<file path="src/sv/sorr_pkg.sv">
package sorr_pkg;

    localparam logic [31:0] EPOCH_DELTA   = 32'd2208988800;
    localparam logic [20:0] USEC_PER_SEC  = 21'd1000000;
    localparam logic [20:0] HALF_SEC_USEC = 21'd500000;
    localparam logic [19:0] USEC_MAX      = 20'd999999;
    localparam logic [13:0] FRAC_USEC_MUL = 14'd15625;
    localparam logic [2:0]  MODE_SERVER   = 3'd4;

    typedef struct packed {
        logic signed [31:0] t1_sec;
        logic [19:0]        t1_usec;
        logic signed [31:0] t4_sec;
        logic [19:0]        t4_usec;
        logic [31:0]        t2_ntp_sec;
        logic [31:0]        t2_ntp_frac;
        logic [31:0]        t3_ntp_sec;
        logic [31:0]        t3_ntp_frac;
        logic [31:0]        origin_ntp_sec;
        logic [7:0]         header_byte;
        logic [7:0]         stratum;
    } exch_t;

    typedef struct packed {
        logic signed [31:0] offset_sec;
        logic [19:0]        offset_usec;
        logic signed [31:0] round_trip_sec;
        logic [19:0]        round_trip_usec;
        logic               accepted;
    } res_t;

endpackage

</file>
<file path="src/sv/sntp_offset_and_round_trip.sv">
// channel   dir  handshake               payload
// exch      in   exch_valid/exch_stall   exch_t, one sntp exchange
// res       out  res_valid/res_stall     res_t, offset, round trip, accept flag
//
// one beat per cycle while the result side is not stalled; an exch beat passes
// through the input register, then the time arithmetic and fraction multipliers
// into the result register, before res_valid rises.
// rst_n clears the two valid flags only; payload registers are not reset.
// a stalled result holds; the input register still takes a beat while it is empty.
module sntp_offset_and_round_trip
    import sorr_pkg::*;
(
    input  logic  clk,
    input  logic  rst_n,
    input  logic  exch_valid,
    output logic  exch_stall,
    input  exch_t exch,
    output logic  res_valid,
    input  logic  res_stall,
    output res_t  res
);

    typedef struct packed {
        logic [31:0] sec;
        logic [19:0] usec;
    } tstamp_t;

    function automatic tstamp_t ts_sub(tstamp_t a, tstamp_t b);
        tstamp_t     d;
        logic [20:0] diff;
        d.sec = a.sec - b.sec;
        if (a.usec < b.usec)
        begin
            diff  = {1'b0, a.usec} + USEC_PER_SEC - {1'b0, b.usec};
            d.sec = d.sec - 32'd1;
        end
        else
        begin
            diff = {1'b0, a.usec} - {1'b0, b.usec};
        end
        d.usec = diff[19:0];
        return d;
    endfunction

    function automatic tstamp_t ts_add(tstamp_t a, tstamp_t b);
        tstamp_t     d;
        logic [20:0] sum;
        d.sec = a.sec + b.sec;
        sum   = {1'b0, a.usec} + {1'b0, b.usec};
        if (sum >= USEC_PER_SEC)
        begin
            sum   = sum - USEC_PER_SEC;
            d.sec = d.sec + 32'd1;
        end
        d.usec = sum[19:0];
        return d;
    endfunction

    // arithmetic shift of the seconds, odd second carried into the microseconds
    function automatic tstamp_t ts_half(tstamp_t a);
        tstamp_t     d;
        logic [20:0] hu;
        d.sec = {a.sec[31], a.sec[31:1]};
        hu    = {2'b00, a.usec[19:1]} + (a.sec[0] ? HALF_SEC_USEC : 21'd0);
        if (hu >= USEC_PER_SEC)
        begin
            hu    = hu - USEC_PER_SEC;
            d.sec = d.sec + 32'd1;
        end
        d.usec = hu[19:0];
        return d;
    endfunction

    function automatic logic [19:0] sat_usec(logic [19:0] u);
        return ({1'b0, u} >= USEC_PER_SEC) ? USEC_MAX : u;
    endfunction

    exch_t   exch_reg;
    logic    exch_valid_reg;
    res_t    res_reg;
    res_t    res_next;
    logic    res_valid_reg;
    logic    res_adv;
    logic    exch_adv;

    tstamp_t t1;
    tstamp_t t2;
    tstamp_t t3;
    tstamp_t t4;
    tstamp_t off;
    tstamp_t rtt;
    logic [29:0] t2_prod;
    logic [29:0] t3_prod;
    logic [31:0] origin;

    assign res_adv    = !res_valid_reg || !res_stall;
    assign exch_adv   = !exch_valid_reg || res_adv;
    assign exch_stall = !exch_adv;
    assign res_valid  = res_valid_reg;
    assign res        = res_reg;

    always_comb
    begin
        t1.sec   = exch_reg.t1_sec;
        t1.usec  = sat_usec(exch_reg.t1_usec);
        t4.sec   = exch_reg.t4_sec;
        t4.usec  = sat_usec(exch_reg.t4_usec);

        // frac to usec: top 16 bits * 15625 / 1024
        t2_prod  = {14'd0, exch_reg.t2_ntp_frac[31:16]} * {16'd0, FRAC_USEC_MUL};
        t3_prod  = {14'd0, exch_reg.t3_ntp_frac[31:16]} * {16'd0, FRAC_USEC_MUL};
        t2.sec   = exch_reg.t2_ntp_sec - EPOCH_DELTA;
        t2.usec  = t2_prod[29:10];
        t3.sec   = exch_reg.t3_ntp_sec - EPOCH_DELTA;
        t3.usec  = t3_prod[29:10];
        origin   = exch_reg.origin_ntp_sec - EPOCH_DELTA;

        off = ts_half(ts_add(ts_sub(t2, t1), ts_sub(t3, t4)));
        rtt = ts_sub(ts_sub(t4, t1), ts_sub(t3, t2));

        res_next.offset_sec      = off.sec;
        res_next.offset_usec     = off.usec;
        res_next.round_trip_sec  = rtt.sec;
        res_next.round_trip_usec = rtt.usec;
        res_next.accepted        = (exch_reg.header_byte[2:0] == MODE_SERVER)
                                   && (exch_reg.stratum != 8'd0)
                                   && (origin == t1.sec);
    end

    always_ff @(posedge clk or negedge rst_n)
    begin
        if (!rst_n)
        begin
            exch_valid_reg <= 1'b0;
            res_valid_reg  <= 1'b0;
        end
        else
        begin
            if (exch_adv)
            begin
                exch_valid_reg <= exch_valid;
            end
            if (res_adv)
            begin
                res_valid_reg <= exch_valid_reg;
            end
        end
    end

    always_ff @(posedge clk)
    begin
        if (exch_adv && exch_valid)
        begin
            exch_reg <= exch;
        end
        if (res_adv && exch_valid_reg)
        begin
            res_reg <= res_next;
        end
    end

endmodule

</file>
<file path="config.mk">
export PLATFORM = sky130hd
export DESIGN_NAME = sntp_offset_and_round_trip
export DESIGN_NICKNAME = d
export VERILOG_FILES = /design/src/sv/sorr_pkg.sv /design/src/sv/sntp_offset_and_round_trip.sv
export SDC_FILE = /design/constraint.sdc
export NUM_CORES = 2
export LEC_CHECK = 0
export BUFFER_PORTS_ARGS = -buffer_cell sky130_fd_sc_hd__buf_4
export CAP_MARGIN = 20
export CORE_MARGIN = 2
export CORE_UTILIZATION = 57
export DETAILED_ROUTE_END_ITERATION = 10
export PLACE_DENSITY = 0.8
export SLEW_MARGIN = 40
export SYNTH_ARGS = -nofsm -noshare
export SYNTH_HDL_FRONTEND = slang
export SYNTH_SLANG_ARGS = --single-unit
export TNS_END_PERCENT = 50
</file>
<file path="constraint.sdc">
create_clock -name clk -period 12.75 [get_ports clk]
set_clock_uncertainty 0.2 [all_clocks]
set_input_delay 3.1875 -clock clk [delete_from_list [all_inputs] [get_ports clk]]
set_output_delay 3.1875 -clock clk [all_outputs]
set_load 0.005 [all_outputs]
</file>
-- Word level (Yosys, flattened, before mapping)
Index checks and enable logic that the tools add are counted.
- mux-type cells: 17
- magnitude comparators: 9
- shift-type cells: 0
- eq/ne operators: 2
- multiply operators: 2
- div/mod/pow operators: 0
- bitwise logic cells: 0
- reduce and logical (&&, ||, !) cells: 11
- add/sub/neg operators: 34
- operators by type and width (cell ; number):
    $mux W32 ; 7
    $sub A20 B20 Y20 ; 10
    $mux W20 ; 9
    $sub A32 B1 Y32 const B ; 5
    $sub A32 B32 Y32 ; 5
    $lt A20 B20 Y1 ; 5
    $sub A32 B32 Y32 const B ; 3
    $add A20 B20 Y20 const B ; 4
    $ge A20 B20 Y1 const B ; 3
    $mul A16 B14 Y30 const B ; 2
    $sub A20 B20 Y20 const B ; 2
    $add A31 B2 Y32 const B ; 1
    $add A32 B1 Y32 const B ; 1
    $add A32 B32 Y32 ; 1
    $eq A32 B32 Y1 ; 1
    $add A20 B20 Y21 ; 1
    $ge A21 B20 Y1 const B ; 1
    $add A19 B19 Y20 ; 1
    $mux W19 ; 1
    $reduce_bool A8 Y1 ; 1
    $logic_and A1 B1 Y1 ; 4
    $logic_not A1 Y1 ; 4
    $eq A3 B3 Y1 const B ; 1
    $logic_or A1 B1 Y1 ; 2
- memories: 0
- bits in latches: 0
- bits in read-only memories: 0
- output and inout bits: 107
- bits in writable memories: 0
- input port bits: 284
- register bits: 382
- word-level logic and storage cells: 93

-- Longest topological paths before layout
- depth in word-level cells: 11
- depth in mapped cells: 63
- depth with buffers taken out: 59

-- Worst setup path after synthesis
OpenSTA, ideal clock, no wires.
- kind: register to register
- from: reg exch_reg[67] in the netlist's numbering
- to: reg res_reg, in the netlist res[93] (data pin)
- setup time: 0.265 ns
- period minus slack after synthesis: 13.953 ns
- cell stages (with the launch flop): 51
- data arrival time: 13.488 ns
- slack: -1.203 ns
- path buffers: 4
- data required time: 12.285 ns
- cells stage by stage: edfxtp_1 -> inv_1 -> fa_1 -> inv_1 -> fa_1 -> fa_1 -> fa_1 -> ha_1 -> inv_1 -> fa_1 -> inv_1 -> ha_1 -> or3_1 -> a2111oi_0 -> nor3_1 -> o311a_1 -> o211a_1 -> or3_1 -> [... 15 more ...] -> o221ai_2 -> nor3_1 -> a2bb2oi_2 -> a21oi_2 -> clkbuf_1 -> xnor2_1 -> ha_1 -> clkbuf_1 -> nand3_1 -> a211oi_1 -> a211oi_1 -> xor2_1 -> or3_1 -> a31o_4 -> a2111oi_4 -> and2_1 -> o211ai_1 -> xor2_1
- RTL lines (element ; RTL line ; RTL):
    start, declared ; sntp_offset_and_round_trip.sv:78 ; exch_t exch_reg;
    start signal, assigned ; sntp_offset_and_round_trip.sv:154 ; exch_reg <= exch;
    end signal, assigned ; sntp_offset_and_round_trip.sv:158 ; res_reg <= res_next;
    end, declared ; sntp_offset_and_round_trip.sv:80 ; res_t res_reg;

==> impl.org <==
** Die
- Ports :: 391
- Row generation in the floorplan step produced 102 rows.
- Initial core utilization :: 0.574
- The die covers 0.0800 mm^2.
- Placeable Area :: 0.0772 mm^2
- The die is 283 um tall.
- Horiz. Die Dim :: 283 um

** Synthesis
- The number of different library cells used by synthesis comes to 110.
- Sequential-to-total area share from yosys stat :: 0.237
- Post-synth top area share :: 0.236
- Number of synthesized flops with an enable pin :: 348
- Share of synthesized flip-flops with an asynchronous set or reset :: 0.00571
- The largest total area in the synthesized netlist belongs to sky130_fd_sc_hd__edfxtp_1.
- Synth Cell Area :: 0.0443 mm^2
- Synthesis handed over a netlist of 4980 instances.
- For this run, the leading register cell type out of synthesis is sky130_fd_sc_hd__edfxtp_1.
- Mapped Nets :: 6056
- By area the synthesized netlist is led by sky130_fd_sc_hd__edfxtp_1, sky130_fd_sc_hd__ha_1, sky130_fd_sc_hd__xnor2_1.
- The synthesized design contains 350 register bits.
- The Yosys step of the flow raised 0 warnings.
- Each instance of the synthesized netlist takes up on average 8.90 um^2.

** Drt
- Once detail routing completed, the nets flagged for antenna violations numbered 0.
- In this run, the number of DRC markers left after iteration 0 of detailed routing was 3269.
- Drc violations :: 0
- Post-detailed-route wirelength per cell :: 18.3 um
- TritonRoute pass-1 iters :: 5
- After detailed routing, the number of vias per cell comes to 5.78.
- For this block, the via count after detailed routing is 39200.
- Summed over all layers, the routed wires come to 124 mm.

** Run status
- Violations in the final reports :: negative setup slack
- The flow ran to the end, but the final reports show violations.

** Timing
- Setup repair after global routing could not meet its margin everywhere.
- The total count of max-transition violations in the final report was 0.
- Derived from the worst setup path, the maximum achievable clock frequency is 0.0777 GHz.
- Worst rel slew slack :: 0.403
- Min setup slack post-route :: -0.113 ns
- Shortest period the worst path allows :: 12.86 ns
- Count of final setup violators :: 17
- Number of hold violations in the final report :: 0
- Of the available clock period, the critical path in the final layout requires 1.01.
- Slew at the pin with the worst max-slew slack :: 0.889 ns

** Worst setup path
- Maximum fanout along the worst path :: 5
- Critical Path Source Type :: register
- STA classifies the critical path endpoint as a register.
- Length in cells of the worst reg-to-reg path :: 59
- CP Class :: reg -> reg
- For this run, the slowest stage of the critical path takes 0.60 ns.
- The slowest stage of the critical path is the sky130_fd_sc_hd__fa_1 cell.
- Data on the critical path is required at its endpoint by 12.86 ns.
- Arrival time of the worst setup path :: 12.97 ns

** Placed design
- Routability congestion estimate from global placement :: 0.969
- Summing all placed instances gives a cell area of 0.0508 mm^2.
- Final HPWL DP :: 101 mm
- Timing analysis after detailed placement gives a worst setup slack of -0.426 ns.
- Count of input and output buffers :: 353
- Post-Place Cells :: 6647

** Global route
- The initial antenna violation count was 0.
- Pin count of the biggest net entering global routing :: 73
- In the global route stage, overall resource usage came out at 0.294.
- Vias in the first global route :: 37700
- The first global-routing pass estimated 191 mm of wire.
- For this run the aggregate overflow at the end of global routing stands at 0.

** Job
- Max Cap Violations :: 0

** CTS
- CTS placed an instance of sky130_fd_sc_hd__clkbuf_16 at the clock tree root.
- In this run, post-CTS hold repair placed 0 buffers.
- Counting along the longest clock path gives a buffer depth of 3.
- Clock latency of the later-clocked register in the worst-skew pair :: 0.59 ns
- The H-tree generated during clock tree synthesis spans 2 levels.
- TritonCTS built the clock tree.
- Clock-pin slew was measured on the worst setup and hold paths at 0.06 ns.
- The tree built by TritonCTS fans out to 350 sinks.
- Total CTS buffers :: 40

** Layout
- The finished cells cover 0.0538 mm^2.
- Proportion of layout cells with a drive suffix above 1 :: 0.189
- Leaving out fill and tap cells, the most frequent cells in the layout are sky130_fd_sc_hd__buf_4, sky130_fd_sc_hd__ha_1, sky130_fd_sc_hd__inv_1.
- Most common cell after layout, fill and taps aside :: sky130_fd_sc_hd__buf_4
- Flip-flop count of the largest register after layout :: 243
- Core utilization of the finished layout :: 0.697
- The number of antenna diodes in the final layout is 0.
- The net count of the finished layout is 6784.
- Synth-to-Final Area Change :: 21.4%
- Non-filler cells in the finished layout :: 6778

** Hold path
- Path type of the worst min-delay path :: reg -> reg
- Cell depth of the worst hold path :: 1
worst paths after layout:
| kind | startpoint | to | slack [ns] |
|---|---|---|---|
| worst max-delay path | exch_reg[129]$_DFFE_PP_ | res[95]$_DFFE_PP_ | -0.11 |
| worst min-delay path | exch_valid_reg$_DFFE_PN0N_ | res_valid$_DFFE_PN0P_ | 0.32 |
| worst max register to register | exch_reg[129]$_DFFE_PP_ | res[95]$_DFFE_PP_ | -0.11 |
| worst min register to register | exch_valid_reg$_DFFE_PN0N_ | res_valid$_DFFE_PN0P_ | 0.32 |
| max in group asynchronous | rst_n | exch_valid_reg$_DFFE_PN0N_ | 10.09 |
| min in group asynchronous | rst_n | res_valid$_DFFE_PN0P_ | 2.17 |
worst max-delay path: cells and delay by family, from the launching register on:
family,cells,cell delay (ns)
xor+xnor,4,0.58
fa+ha+maj,10,3.73
simple gates,14,2.57
compound gates,21,3.79
flops,1,0.50
buf+inv,10,1.19
repair_timing:
item	in CTS	in global routing
setup buffers	20	38
resized for setup	84	193
setup endpoints to repair	44	65
pin swaps	69	115
gates cloned	1	2
per-stage QoR:
stage	hold WS, ns	TNS (ns)
detailed placement	0.300	-12.10
finish	0.317	-0.932
CTS	0.318	-0.844
global placement	0.261	-3.44
global route	0.355	-23.70
floorplan	0.243	0
final cells by class:
cell class              count  area, um^2
multi-input cells        3970       32800
clock buffers              49        1030
clock inverters            23         224
well taps                1040        1300
fillers                  5780       23400
repair buffers            741        5730
inverters                 605        2270
flip-flops and latches    350       10500
layer usage:
metal | global-route usage | wire (um)
met1 | 0.403 | 53800
met2 | 0.482 | 57300
met3 | 0.0376 | 8910
met4 | 0.0914 | 4190
met5 | 0 | 0
logic make-up after synthesis:
family	after synthesis	synth area share
AO/OA/AOI/OAI	1092	0.162
XOR/XNOR	658	0.130
adder cells (fa/ha/maj)	792	0.251
buffers and inverters	660	0.0563
flip-flops	350	0.237
multiplexers	26	0.00612
AND/OR/NAND/NOR	1402	0.158
synth_stat cells, types with 41 or more instances:
cell / instances
sky130_fd_sc_hd__nand2b_1: 74
sky130_fd_sc_hd__xnor2_1: 438
sky130_fd_sc_hd__a21o_1: 91
sky130_fd_sc_hd__nor2_1: 367
sky130_fd_sc_hd__fa_1: 160
sky130_fd_sc_hd__a21oi_1: 301
sky130_fd_sc_hd__nor3_1: 139
sky130_fd_sc_hd__edfxtp_1: 348
sky130_fd_sc_hd__ha_1: 632
sky130_fd_sc_hd__inv_1: 605
sky130_fd_sc_hd__nand3_1: 116
sky130_fd_sc_hd__nor2b_1: 52
sky130_fd_sc_hd__o21bai_1: 50
sky130_fd_sc_hd__nand2_1: 299
sky130_fd_sc_hd__or3_1: 77
sky130_fd_sc_hd__o21ai_0: 227
sky130_fd_sc_hd__xor2_1: 218
sky130_fd_sc_hd__and3_1: 55
sky130_fd_sc_hd__o21a_1: 64
sky130_fd_sc_hd__a211oi_1: 41
sky130_fd_sc_hd__clkbuf_1: 41
sky130_fd_sc_hd__o211ai_1: 41
Power is left out: the tool's default activity adds up to more than one toggle a clock period on the data nets, which glitch-free logic cannot reach.
